File: config.mk
export PLATFORM = sky130hd
export DESIGN_NAME = lcg_random_generator_core
export DESIGN_NICKNAME = d
export VERILOG_FILES = /design/src/sv/lcg_rng_pkg.sv /design/src/sv/lcg_rng_div_step.sv /design/src/sv/lcg_random_generator_core.sv
export VERILOG_INCLUDE_DIRS = /design/src /design/src/sv
export SDC_FILE = /design/constraint.sdc
export NUM_CORES = 1
export LEC_CHECK = 0
export BUFFER_PORTS_ARGS = -buffer_cell sky130_fd_sc_hd__buf_2
export CORE_MARGIN = 8
export CORE_UTILIZATION = 35
export DETAILED_ROUTE_END_ITERATION = 12
export PLACE_DENSITY = 0.53
export SYNTH_ARGS = -nofsm -noshare
export SYNTH_HDL_FRONTEND = slang
export SYNTH_HIERARCHICAL = 1
export SYNTH_SLANG_ARGS = --single-unit
File: constraint.sdc
create_clock -name clk -period 8.2 [get_ports clk]
set_clock_uncertainty 0.15 [all_clocks]
set_input_delay 1.23 -clock clk [delete_from_list [all_inputs] [get_ports clk]]
set_output_delay 1.23 -clock clk [all_outputs]
set_load 0.01 [all_outputs]
File: src/sv/lcg_random_generator_core_assert.svh
// ----------------------------------------------------------------------------
// lcg_random_generator_core_assert.svh
// assertion macros shared by the generator rtl, sampled on clk, off in reset
// ----------------------------------------------------------------------------
`ifndef LCG_RANDOM_GENERATOR_CORE_ASSERT_SVH
`define LCG_RANDOM_GENERATOR_CORE_ASSERT_SVH

// same-cycle implication
`define LCG_ASSERT_NOW(label, ante, cons, msg) \
  label: assert property (@(posedge clk) disable iff (!rst_n) (ante) |-> (cons)) \
    else $error(msg);

// next-cycle implication
`define LCG_ASSERT_NEXT(label, ante, cons, msg) \
  label: assert property (@(posedge clk) disable iff (!rst_n) (ante) |=> (cons)) \
    else $error(msg);

`endif

File: src/sv/lcg_rng_pkg.sv
`timescale 1ns / 1ps
// ----------------------------------------------------------------------------
// lcg_rng_pkg
// shared widths, register indexes, mode codes and reset values of the
// congruential generator
// ----------------------------------------------------------------------------
package lcg_rng_pkg;

  // configuration register width and index width
  localparam int REG_BITS       = 16;
  localparam int CFG_INDEX_BITS = 3;
  localparam int CFG_DATA_BITS  = 16;
  localparam int MODE_BITS      = 2;

  // default result widths
  localparam int DEF_VALUE_BITS    = 16;
  localparam int DEF_FRACTION_BITS = 16;

  // register indexes
  localparam logic [CFG_INDEX_BITS-1:0] REG_MODE        = 3'd0;
  localparam logic [CFG_INDEX_BITS-1:0] REG_MULTIPLIER  = 3'd1;
  localparam logic [CFG_INDEX_BITS-1:0] REG_INCREMENT   = 3'd2;
  localparam logic [CFG_INDEX_BITS-1:0] REG_MODULUS     = 3'd3;
  localparam logic [CFG_INDEX_BITS-1:0] REG_SEED_FIRST  = 3'd4;
  localparam logic [CFG_INDEX_BITS-1:0] REG_SEED_SECOND = 3'd5;

  // generator modes
  localparam logic [MODE_BITS-1:0] MODE_MIXED  = 2'd0;
  localparam logic [MODE_BITS-1:0] MODE_MULT   = 2'd1;
  localparam logic [MODE_BITS-1:0] MODE_ADD    = 2'd2;
  localparam logic [MODE_BITS-1:0] MODE_LAGGED = 2'd3;

  // register reset values
  localparam logic [MODE_BITS-1:0] RST_MODE       = MODE_MIXED;
  localparam logic [REG_BITS-1:0]  RST_MULTIPLIER = 16'd1;
  localparam logic [REG_BITS-1:0]  RST_INCREMENT  = 16'd0;
  localparam logic [REG_BITS-1:0]  RST_MODULUS    = 16'd65535;
  localparam logic [REG_BITS-1:0]  RST_SEED       = 16'd1;

  // result of one restoring division step
  typedef struct packed {
    logic [REG_BITS-1:0] rem;
    logic                q;
  } div_step_t;

endpackage

File: src/sv/lcg_rng_div_step.sv
`timescale 1ns / 1ps
// ----------------------------------------------------------------------------
// lcg_rng_div_step
// one restoring long-division step: shift in a bit, compare against the
// modulus and subtract when it fits; shared by the reduction and fraction
// ----------------------------------------------------------------------------
module lcg_rng_div_step (
  input  logic [lcg_rng_pkg::REG_BITS-1:0] rem_in,
  input  logic                             bit_in,
  input  logic [lcg_rng_pkg::REG_BITS-1:0] modulus,
  output lcg_rng_pkg::div_step_t           step_out
);

  logic [lcg_rng_pkg::REG_BITS:0] trial;
  logic [lcg_rng_pkg::REG_BITS:0] diff;
  logic                           fits;

  // partial remainder stays below the modulus, so the shifted trial fits
  assign trial = {rem_in, bit_in};
  assign diff  = trial - {1'b0, modulus};
  assign fits  = (trial >= {1'b0, modulus});

  always_comb begin
    step_out.q   = fits;
    step_out.rem = fits ? diff[lcg_rng_pkg::REG_BITS-1:0]
                        : trial[lcg_rng_pkg::REG_BITS-1:0];
  end

endmodule

File: src/sv/lcg_random_generator_core.sv
`timescale 1ns / 1ps
`include "lcg_random_generator_core_assert.svh"
// ----------------------------------------------------------------------------
// lcg_random_generator_core
// congruential pseudo-random generator (mixed, multiplicative, additive and
// lagged additive) with value and floored Q0.FRACTION_BITS fraction x/m
//
//   channel | direction | handshake           | payload
//   in_     | in        | in_valid/in_ready   | in_restart
//   out_    | out       | out_valid/out_ready | out_value, out_fraction
//   cfg_    | in        | cfg_we              | cfg_index, cfg_wdata
//
// an item runs one multiply step, 32 reduction steps and FRACTION_BITS
// fraction steps on the single shared division-step unit, then the output
// load; the sequencer then returns to idle, where the next item is taken.
// in_ready is high only while the sequencer is idle.
// a finished result waits in the output register while the next item runs;
// the sequencer holds at its final step until that register is free.
// synchronous active-low reset; seeds load on the first item after reset.
// ----------------------------------------------------------------------------
module lcg_random_generator_core #(
  parameter int VALUE_BITS    = lcg_rng_pkg::DEF_VALUE_BITS,
  parameter int FRACTION_BITS = lcg_rng_pkg::DEF_FRACTION_BITS
) (
  input  logic                                   clk,
  input  logic                                   rst_n,
  // input channel
  input  logic                                   in_valid,
  output logic                                   in_ready,
  input  logic                                   in_restart,
  // result channel
  output logic                                   out_valid,
  input  logic                                   out_ready,
  output logic [VALUE_BITS-1:0]                  out_value,
  output logic [FRACTION_BITS-1:0]               out_fraction,
  // configuration port
  input  logic                                   cfg_we,
  input  logic [lcg_rng_pkg::CFG_INDEX_BITS-1:0] cfg_index,
  input  logic [lcg_rng_pkg::CFG_DATA_BITS-1:0]  cfg_wdata
);

  localparam int RB       = lcg_rng_pkg::REG_BITS;
  localparam int DIV_BITS = 2 * RB;
  localparam int CNT_BITS = $clog2((DIV_BITS > FRACTION_BITS) ? DIV_BITS : FRACTION_BITS);
  localparam logic [RB-1:0] VALUE_MASK =
    (VALUE_BITS >= RB) ? {RB{1'b1}} : RB'((64'd1 << VALUE_BITS) - 64'd1);

  typedef enum logic [2:0] {
    S_IDLE,
    S_MUL,
    S_MOD,
    S_FRAC,
    S_DONE
  } state_t;

  // configuration registers
  logic [lcg_rng_pkg::MODE_BITS-1:0] mode_r;
  logic [RB-1:0]                     mult_r;
  logic [RB-1:0]                     incr_r;
  logic [RB-1:0]                     modulus_r;
  logic [RB-1:0]                     seed1_r;
  logic [RB-1:0]                     seed2_r;

  // sequencer and datapath
  state_t                  state_r, state_nxt;
  logic [CNT_BITS-1:0]     cnt_r, cnt_nxt;
  logic [DIV_BITS-1:0]     div_r, div_nxt;
  logic [RB-1:0]           rem_r, rem_nxt;
  logic [RB-1:0]           val_r, val_nxt;
  logic [FRACTION_BITS-1:0] quot_r, quot_nxt;
  logic [RB-1:0]           newest_r, newest_nxt;
  logic [RB-1:0]           older_r, older_nxt;
  logic                    primed_r, primed_nxt;
  logic                    out_valid_r, out_valid_nxt;
  logic [VALUE_BITS-1:0]   out_value_r, out_value_nxt;
  logic [FRACTION_BITS-1:0] out_fraction_r, out_fraction_nxt;

  logic [RB-1:0]           m_eff;
  logic [DIV_BITS-1:0]     prod;
  logic [DIV_BITS-1:0]     operand;
  logic                    step_bit;
  lcg_rng_pkg::div_step_t  step;

  // configuration writes, unknown indexes ignored
  always_ff @(posedge clk) begin
    if (!rst_n) begin
      mode_r    <= lcg_rng_pkg::RST_MODE;
      mult_r    <= lcg_rng_pkg::RST_MULTIPLIER;
      incr_r    <= lcg_rng_pkg::RST_INCREMENT;
      modulus_r <= lcg_rng_pkg::RST_MODULUS;
      seed1_r   <= lcg_rng_pkg::RST_SEED;
      seed2_r   <= lcg_rng_pkg::RST_SEED;
    end else if (cfg_we) begin
      unique case (cfg_index)
        lcg_rng_pkg::REG_MODE:        mode_r    <= cfg_wdata[lcg_rng_pkg::MODE_BITS-1:0];
        lcg_rng_pkg::REG_MULTIPLIER:  mult_r    <= cfg_wdata[RB-1:0];
        lcg_rng_pkg::REG_INCREMENT:   incr_r    <= cfg_wdata[RB-1:0];
        lcg_rng_pkg::REG_MODULUS:     modulus_r <= cfg_wdata[RB-1:0];
        lcg_rng_pkg::REG_SEED_FIRST:  seed1_r   <= cfg_wdata[RB-1:0];
        lcg_rng_pkg::REG_SEED_SECOND: seed2_r   <= cfg_wdata[RB-1:0];
        default: ;
      endcase
    end
  end

  // zero modulus behaves as one
  assign m_eff = (modulus_r == '0) ? RB'(1) : modulus_r;

  // recurrence operand, below 2^32 in every mode
  assign prod = DIV_BITS'(mult_r) * DIV_BITS'(newest_r);

  always_comb begin
    unique case (mode_r)
      lcg_rng_pkg::MODE_MIXED: operand = prod + DIV_BITS'(incr_r);
      lcg_rng_pkg::MODE_MULT:  operand = prod;
      lcg_rng_pkg::MODE_ADD:   operand = DIV_BITS'(newest_r) + DIV_BITS'(incr_r);
      default:                 operand = DIV_BITS'(older_r) + DIV_BITS'(newest_r);
    endcase
  end

  // shared division step: dividend bits while reducing, zeros for the fraction
  assign step_bit = (state_r == S_MOD) ? div_r[DIV_BITS-1] : 1'b0;

  lcg_rng_div_step u_div_step (
    .rem_in   (rem_r),
    .bit_in   (step_bit),
    .modulus  (m_eff),
    .step_out (step)
  );

  // sequencer next state
  always_comb begin
    state_nxt        = state_r;
    cnt_nxt          = cnt_r;
    div_nxt          = div_r;
    rem_nxt          = rem_r;
    val_nxt          = val_r;
    quot_nxt         = quot_r;
    newest_nxt       = newest_r;
    older_nxt        = older_r;
    primed_nxt       = primed_r;
    out_valid_nxt    = out_valid_r;
    out_value_nxt    = out_value_r;
    out_fraction_nxt = out_fraction_r;

    // result taken downstream
    if (out_valid_r && out_ready) begin
      out_valid_nxt = 1'b0;
    end

    unique case (state_r)
      S_IDLE: begin
        if (in_valid) begin
          // seed load on restart or first item
          if (in_restart || !primed_r) begin
            older_nxt  = seed1_r & VALUE_MASK;
            newest_nxt = ((mode_r == lcg_rng_pkg::MODE_LAGGED) ? seed2_r : seed1_r)
                         & VALUE_MASK;
            primed_nxt = 1'b1;
          end
          state_nxt = S_MUL;
        end
      end
      S_MUL: begin
        div_nxt   = operand;
        rem_nxt   = '0;
        cnt_nxt   = CNT_BITS'(DIV_BITS - 1);
        state_nxt = S_MOD;
      end
      S_MOD: begin
        rem_nxt = step.rem;
        div_nxt = {div_r[DIV_BITS-2:0], 1'b0};
        if (cnt_r == '0) begin
          // remainder is the new value; history shifts
          val_nxt    = step.rem;
          older_nxt  = newest_r;
          newest_nxt = step.rem & VALUE_MASK;
          cnt_nxt    = CNT_BITS'(FRACTION_BITS - 1);
          state_nxt  = S_FRAC;
        end else begin
          cnt_nxt = cnt_r - CNT_BITS'(1);
        end
      end
      S_FRAC: begin
        rem_nxt  = step.rem;
        quot_nxt = {quot_r[FRACTION_BITS-2:0], step.q};
        if (cnt_r == '0) begin
          state_nxt = S_DONE;
        end else begin
          cnt_nxt = cnt_r - CNT_BITS'(1);
        end
      end
      S_DONE: begin
        if (!out_valid_r || out_ready) begin
          out_valid_nxt    = 1'b1;
          out_value_nxt    = VALUE_BITS'(val_r);
          out_fraction_nxt = quot_r;
          state_nxt        = S_IDLE;
        end
      end
      default: state_nxt = S_IDLE;
    endcase
  end

  // state and registered outputs
  always_ff @(posedge clk) begin
    if (!rst_n) begin
      state_r     <= S_IDLE;
      cnt_r       <= '0;
      newest_r    <= '0;
      older_r     <= '0;
      primed_r    <= 1'b0;
      out_valid_r <= 1'b0;
    end else begin
      state_r     <= state_nxt;
      cnt_r       <= cnt_nxt;
      newest_r    <= newest_nxt;
      older_r     <= older_nxt;
      primed_r    <= primed_nxt;
      out_valid_r <= out_valid_nxt;
    end
    div_r          <= div_nxt;
    rem_r          <= rem_nxt;
    val_r          <= val_nxt;
    quot_r         <= quot_nxt;
    out_value_r    <= out_value_nxt;
    out_fraction_r <= out_fraction_nxt;
  end

  assign in_ready     = (state_r == S_IDLE);
  assign out_valid    = out_valid_r;
  assign out_value    = out_value_r;
  assign out_fraction = out_fraction_r;

  // checks
  `LCG_ASSERT_NOW(a_rem_below_mod, (state_r == S_MOD || state_r == S_FRAC), (rem_r < m_eff), "partial remainder not below modulus")
  `LCG_ASSERT_NOW(a_val_below_mod, (state_r == S_FRAC || state_r == S_DONE), (val_r < m_eff), "new value not below modulus")
  `LCG_ASSERT_NEXT(a_primed_after_accept, (in_valid && in_ready), (primed_r && state_r == S_MUL), "seeds not loaded after item accepted")
  `LCG_ASSERT_NEXT(a_mod_to_frac, (state_r == S_MOD && cnt_r == '0), (state_r == S_FRAC), "reduction did not hand over to fraction")
  `LCG_ASSERT_NEXT(a_done_holds, (state_r == S_DONE && out_valid_r && !out_ready), (state_r == S_DONE && out_valid_r), "pending result overwritten")

endmodule
==> results of run 1 <==
[power groups by stage]
stage	Sequential [mW]	Clock, mW	Combinational, mW
floorplan	1.39	0	0.413
global placement	1.43	0	0.546
detailed placement	1.44	0	0.551
CTS	1.41	1.20	0.556
global route	1.42	1.25	0.620
finish	1.41	1.17	0.556
[how the worst max path moves through the flow]
stage / endpoint / slack, ps / from / cells past startpoint
floorplan: div_r[25] / 970 / newest_r[1] / 27
global placement: div_r[31] / 140 / mult_r[6] / 24
detailed placement: div_r[31] / 50 / mult_r[7] / 24
CTS: div_r[31] / 10 / mult_r[7] / 24
global route: div_r[31] / 30 / mult_r[6] / 24
finish: div_r[31] / 360 / mult_r[7] / 24
[what timing repair did]
action | in CTS | in global routing
hold buffers | 0 | 0
gates resized for setup | 1 | 15
setup endpoints to repair | 1 | 8
[sequential cells by signal, indices dropped and copies added, names as in the netlist]
name and flops:
cnt_r 5, div_r 32, incr_r 16, mode_r 2
modulus_r 16, mult_r 16, newest_r 16, older_r 16
out_fraction 16, out_valid 1, out_value 16, primed_r 1
quot_r 16, rem_r 16, seed1_r 16, seed2_r 16
state_r 3, val_r 16
[cells in the mapped netlist (8+ instances only)]
library cell  number  area, um^2
a22o_1            14         123
nor2b_1           22         138
or3_1             10        62.6
a211oi_1          21         158
nand3_1           92         460
buf_6              8        90.1
o211a_1           18         180
mux2_2            17         191
nand2b_1          18         113
nor3_1            25         125
nand2_1          429        1610
clkbuf_1         117         439
and3_1             9        56.3
a21oi_1           91         455
and2_1           142         888
inv_1            271        1020
o211ai_1          21         158
xnor2_1           41         359
xor2_1            25         219
dfxtp_1          124        2480
ha_1             153        1910
a21boi_0          82         616
a21o_1            22         165
nor2_1            98         368
a21oi_2           10        87.6
edfxtp_1         112        3360
nor4_1            11        68.8
o21ai_0           51         255
o21bai_1          10        75.1
fa_1             197        3940
[layout by cell type (no fill, tap or decap), types with 6 or more instances in the layout]
cell and n:
nand4_1 6, fa_1 197, nor2_1 96, a31oi_1 6, and2_1 142, o21bai_1 10
edfxtp_1 112, o211ai_1 21, and3_1 9, a211o_1 6, nand2b_1 17, ha_1 153
inv_1 271, o211a_1 18, or3_1 10, nor2b_1 21, o21a_1 7, nor4_1 11
mux2_2 17, xnor2_1 41, buf_2 58, a21boi_0 82, nand2_1 429, mux2i_1 6
nand3_1 92, dfxtp_1 107, o21ai_0 50, a22o_1 14, a21oi_2 10, a21o_1 22
xor2_1 25, a21oi_1 91, clkbuf_16 26, dfxtp_2 17, nor3_1 24, o31ai_1 7
a211oi_1 20, buf_4 40
[worst register-to-register path, stage by stage, from the launching register on]
cell and delay (ps):
dfxtp_2 620, nand2_1 180, fa_1 530, fa_1 550
inv_1 40, ha_1 220, fa_1 510, fa_1 510
inv_1 60, fa_1 550, inv_1 50, ha_1 260
nor3_1 480, nor2_1 180, a31oi_2 360, xnor2_1 180
ha_1 380, nand3_1 100, o31ai_1 450, a211oi_1 150
buf_4 190, a211oi_1 200, nand4b_1 210, or3_1 400
nand4_1 190
[per-stage QoR]
step	total power [mW]	std cells	utilization, %	setup slack (ps)
floorplan	1.80	2381	-	965
global placement	1.98	3126	37.0	141
detailed placement	1.99	3126	37.0	53.1
CTS	3.17	3172	38.4	12.4
global route	3.29	3172	38.4	33.5
finish	3.13	3173	38.4	364
[cell families after synthesis]
kind of cell / after synthesis
buffers and inverters: 406
adder cells (fa/ha/maj): 350
multiplexers: 25
flip-flops: 236
AND/OR/NAND/NOR: 894
AO/OA/AOI/OAI: 404
XOR/XNOR: 66
[cell type report]
cell class,count,share of cell area [%]
clock inverters,18,0.724
repair buffers,98,2.55
multi-input cells,1739,59.9
clock buffers,28,2.89
well taps,782,4.23
flip-flops and latches,236,25.3
diodes,1,0.0108
inverters,271,4.39
[per-layer routing]
metal	vias to the layer above	GRT usage, %
met3	79	2.38
li1	7841	-
met4	2	3.65
met1	8071	23.2
met2	395	27.3
met5	-	0
==> flow_metrics.py, run 1 <==
metrics = {
    "cts": {
        "cts_setup_buffers": 0,
        "cts-buffers-inserted": 26,
        "h-tree-depth": 1,
        "cts_tree": "yes",
        "clk_pin_slew_ps": 60,
        "cts_buffer_depth": 3,
        "clock_sinks": 236,
        "clkLatencyLatePin_ps": 560,
        "cts_root_buffer": "clkbuf_16",
    },
    "global_route": {
        "grt.total_usage_pct": 16.7,
        "grt_pass1_vias": 16700,
        "grt_max_degree": 86,
        "antenna_found_initial": 1,
        "grt-ovfl-total": 0,
        "grt_first_pass_wirelength_mm": 94.7,
    },
    "finish": {
        "layout-drive-gt1-share_pct": 9.37,
        "design_area_um2": 23200,
        "final_nets": 2747,
        "fill_cells": 6065,
        "syn_to_final_growth_pct": 8.70,
        "multi_input_area_um2": 13900,
        "regArea_um2": 5870,
    },
    "setup_path": {
        "critPathArrivalTime_ps": 8070,
        "path_cells": "nand2_1 -> fa_1 -> fa_1 -> inv_1 -> ha_1 -> fa_1 -> fa_1 -> inv_1 -> fa_1 -> inv_1 -> ha_1 -> nor3_1 -> nor2_1 -> a31oi_2 -> xnor2_1 -> ha_1 -> nand3_1 -> o31ai_1 -> a211oi_1 -> buf_4 -> a211oi_1 -> nand4b_1 -> or3_1 -> nand4_1",
        "cp-start-kind": "flop",
        "crit_family": "adder cells",
        "regToRegSetupSlack_ps": 360,
        "reg2regPathDepth": 24,
        "critPathMostFrequentCell": "fa_1",
        "endpoint_kind": "flop",
        "reg2reg_from": "mult_r[7]",
        "cp.required_ps": 8430,
        "critPathMaxStageDelay_ps": 620,
        "path_max_fanout": 17,
        "worst-path-buf-inv": 4,
        "critPathKind": "flop to flop",
        "rr_endpoint": "div_r[31]",
        "cp_slowest_cell": "dfxtp_2",
    },
    "drt": {
        "drtIter0Drc": 1026,
        "via_count": 16400,
        "top_layer_used": "met5",
        "route.met3.wl_mm": 2.80,
        "totalWireLength_mm": 58.2,
        "wire_per_inst_um": 18.3,
        "ant_nets": 0,
        "wl_met1_mm": 27.5,
        "wl_met2_mm": 26.8,
        "vias_per_cell": 5.16,
        "drc": 0,
        "first_pass_iters": 7,
    },
    "floorplan": {
        "die_h_um": 263,
        "dieArea_um2": 69000,
        "fp.dieW_um": 263,
        "rows": 90,
        "fp.coreArea_um2": 60200,
        "initial_core_util_pct": 35.4,
        "pin_count": 59,
    },
    "synth": {
        "muxShareOfSynthArea_pct": 1.32,
        "synth_edf_count": 112,
        "yosys_register_bits": 236,
        "ys_seq_area_share_pct": 27.4,
        "synth_cell_types": 92,
        "synth_nets": 2756,
        "synth_warnings": 6,
        "synth_top_family_by_area": "adder cells",
        "synthAdderAreaFrac_pct": 27.5,
        "synth_xor_area_share_pct": 2.71,
        "netlist_area_um2": 21300,
        "synth-simple-area-share_pct": 19.9,
        "synth_cells": 2381,
        "ys_async_sr_fraction_pct": 0,
        "postSynthAreaPerCell_um2": 8.95,
        "yosys_most_used_dff": "dfxtp_1",
        "synth_compound_area_share_pct": 13.5,
    },
    "power_and_ir_drop": {
        "p_leak_nw": 10.3,
        "vdd_ir_drop_max_mv": 0.167,
        "clkPwrFrac_pct": 37.2,
        "p_per_area_nw_per_um2": 135,
        "power_frac_seq_pct": 45.0,
        "cell_internal_pwr_mw": 2.19,
        "comb_power_share_pct": 17.7,
        "power.switching_uw": 941,
        "p_sw_share_pct": 30.0,
    },
    "timing": {
        "fin_crit_sh_pct": 95.6,
        "relSlewSlack_pct": 16.1,
        "hold_violations": 0,
        "worst_pin_slew_ps": 1250,
        "period_needed_ps": 7840,
        "rsz0062_at_grt": "no",
        "fin_tns_setup_ps": 0,
        "worst_hold_slack_ps": 267,
        "max_clock_freq_mhz": 128,
        "maxSlewViolCount": 0,
        "setup_viol": 0,
    },
    "worst_hold_path": {
        "min_from": "val_r[9]",
        "min_path_cells": 0,
        "hold_path_class": "flop to flop",
        "holdPathEnd": "out_value[9]",
    },
    "place": {
        "place.gp.congestion": 0.862,
        "numPortBuffers": 58,
        "post_dp_cell_area_um2": 22300,
        "dpl.hpwl_mm": 44.6,
    },
    "run_status": {
        "run_status": "finished, final reports clean",
    },
    "job": {
        "maxCapViolCount": 0,
    },
}
No activity file was read; power rests on OpenSTA's default activity.
==> run 2, diff against run 1 <==
Settings changed: ABC_AREA set to 1.
==> run 2 against run 1 <==
Against the previous run: cell count increased by 21%; non-clock buffer count increased by 2; core utilization decreased by 0.23 points; final area grew 3.7%.
==> flow_metrics.py, run 2 <==
metrics = {
    "run_status": {
        "run_status": "finished, final reports clean",
    },
    "drt": {
        "wire_per_inst_um": 17.3,
        "first_pass_iters": 5,
        "totalWireLength_mm": 66.2,
        "drc": 0,
        "vias_per_cell": 4.88,
        "ant_nets": 0,
        "via_count": 18700,
        "drtIter0Drc": 1373,
    },
    "cts": {
        "cts_resized": 0,
        "cts_setup_buffers": 0,
        "cts-buffers-inserted": 25,
        "clk_pin_slew_ps": 70,
        "holdBufCountCts": 0,
        "cts_buffer_depth": 3,
        "clkLatencyLatePin_ps": 570,
        "cts_root_buffer": "clkbuf_16",
        "clock_sinks": 236,
        "h-tree-depth": 1,
        "cts_tree": "yes",
    },
    "timing": {
        "rsz0062_at_grt": "no",
        "worst_pin_slew_ps": 1100,
        "setup_viol": 0,
        "relSlewSlack_pct": 26.1,
        "fin_crit_sh_pct": 91.4,
        "period_needed_ps": 7500,
        "fin_tns_setup_ps": 0,
        "max_clock_freq_mhz": 133,
        "maxSlewViolCount": 0,
        "hold_violations": 0,
    },
    "setup_path": {
        "reg2reg_from": "newest_r[2]",
        "critPathMaxStageDelay_ps": 810,
        "critPathLaunch": "newest_r[2]",
        "cp-start-kind": "flop",
        "critPathMostFrequentCell": "nand2_1",
        "endpoint_kind": "flop",
        "critPathArrivalTime_ps": 7650,
        "cp_slowest_cell": "dfxtp_1",
        "critPathKind": "flop to flop",
        "path_max_fanout": 18,
        "cp.required_ps": 8350,
    },
    "place": {
        "post_dp_cell_area_um2": 23300,
        "numPortBuffers": 58,
        "dpl.hpwl_mm": 52.7,
        "placed_cells": 3789,
        "place.gp.congestion": 0.907,
    },
    "synth": {
        "synth_cells": 2981,
        "postSynthAreaPerCell_um2": 7.44,
        "yosysMostFrequentCell": "nand2_1",
        "yosys-top-cells-count": "769 x nand2_1, 635 x inv_1, 235 x nor2_1",
        "synth_warnings": 6,
        "yosysTopAreaCellShare_pct": 17.8,
        "yosys.area.top_type": "fa_1",
        "synth_nets": 3356,
        "ys_async_sr_fraction_pct": 0,
        "ys_seq_area_share_pct": 26.4,
        "yosys_register_bits": 236,
        "netlist_area_um2": 22200,
        "synth_cell_types": 59,
        "yosys-top-cells-area": "fa_1 18%, edfxtp_1 15%, nand2_1 13%",
        "synth_edf_count": 112,
        "yosys_most_used_dff": "dfxtp_1",
    },
    "job": {
        "maxCapViolCount": 0,
    },
    "finish": {
        "layout-drive-gt1-share_pct": 7.06,
        "largest-register": "div_r",
        "largest_register_ffs": 32,
        "syn_to_final_growth_pct": 8.33,
        "design_area_um2": 24000,
        "insertedDiodeCount": 0,
        "layout_commonest_cell": "nand2_1",
        "fin_util_pct": 38.2,
        "fin_cells": 3835,
        "layout_common_cells": "769 x nand2_1, 635 x inv_1, 234 x nor2_1, 197 x fa_1, 153 x ha_1",
        "final_nets": 3345,
    },
    "power_and_ir_drop": {
        "p_per_area_nw_per_um2": 201,
        "vdd_ir_drop_max_mv": 0.119,
        "total_power_mw": 4.83,
        "p_leak_nw": 12.7,
    },
    "global_route": {
        "grt.total_usage_pct": 18.7,
        "grt_first_pass_wirelength_mm": 106,
        "antenna_found_initial": 0,
        "grt_pass1_vias": 18800,
        "grt-ovfl-total": 0,
        "grt_max_degree": 67,
    },
    "worst_hold_path": {
        "hold_path_class": "flop to flop",
        "min_from": "val_r[12]",
    },
    "floorplan": {
        "pin_count": 59,
        "dieArea_um2": 71600,
        "rows": 92,
        "initial_core_util_pct": 35.3,
        "die_h_um": 268,
        "fp.dieW_um": 268,
        "fp.coreArea_um2": 62900,
    },
}
-- run 2: worst paths after layout --
kind / cells past startpoint / slack, ps / to
setup reg to reg: 30 / 700 / div_r[31]
setup / recovery: 30 / 700 / div_r[31]
hold / removal: 0 / 270 / out_value[12]
hold reg to reg: 0 / 270 / out_value[12]
-- run 2: cell type report --
type | count | area (um^2)
Fill cell | 6637 | 38800
Multi-Input combinational cell | 1963 | 13300
Sequential cell | 236 | 5850
Inverter | 644 | 2420
Tap cell | 846 | 1060
Clock buffer | 31 | 648
Timing Repair Buffer | 100 | 606
Clock inverter | 15 | 103
-- run 2: report_power, final --
| group | switching, mW | internal [mW] |
|---|---|---|
| Combinational | 1.39 | 0.668 |
| Clock | 0.496 | 0.569 |
| Sequential | 0.213 | 1.49 |
-- run 2: logic make-up (layout without fill, tap and decap cells) --
family | after synthesis | in the layout | synth area share, %
compound gates | 355 | 355 | 9.38
xor+xnor | 27 | 27 | 1.07
fa+ha+maj | 350 | 350 | 26.4
buf+inv | 782 | 790 | 13.5
flops | 236 | 236 | 26.4
simple gates | 1231 | 1231 | 23.3
-- run 2: stage by stage --
stage | setup WS (ps) | hold slack (ps)
floorplan | 1330 | 250
global placement | 953 | 253
detailed placement | 763 | 255
CTS | 730 | 270
global route | 158 | 279
finish | 703 | 268
-- run 2: worst max-delay path: cells and delay by family (launching register included) --
kind	cells	cell delay [ps]
fa+ha+maj	8	3660
simple gates	17	2050
flops	1	810
xor+xnor	1	300
buf+inv	4	220
-- run 2: per-layer routing --
metal	vias to the layer above	global-route usage [%]	routed length, um
li1	9155	-	-
met1	9009	25.3	30200
met2	471	31.9	31100
met3	90	1.42	3190
met4	0	4.87	1700
met5	-	0	0
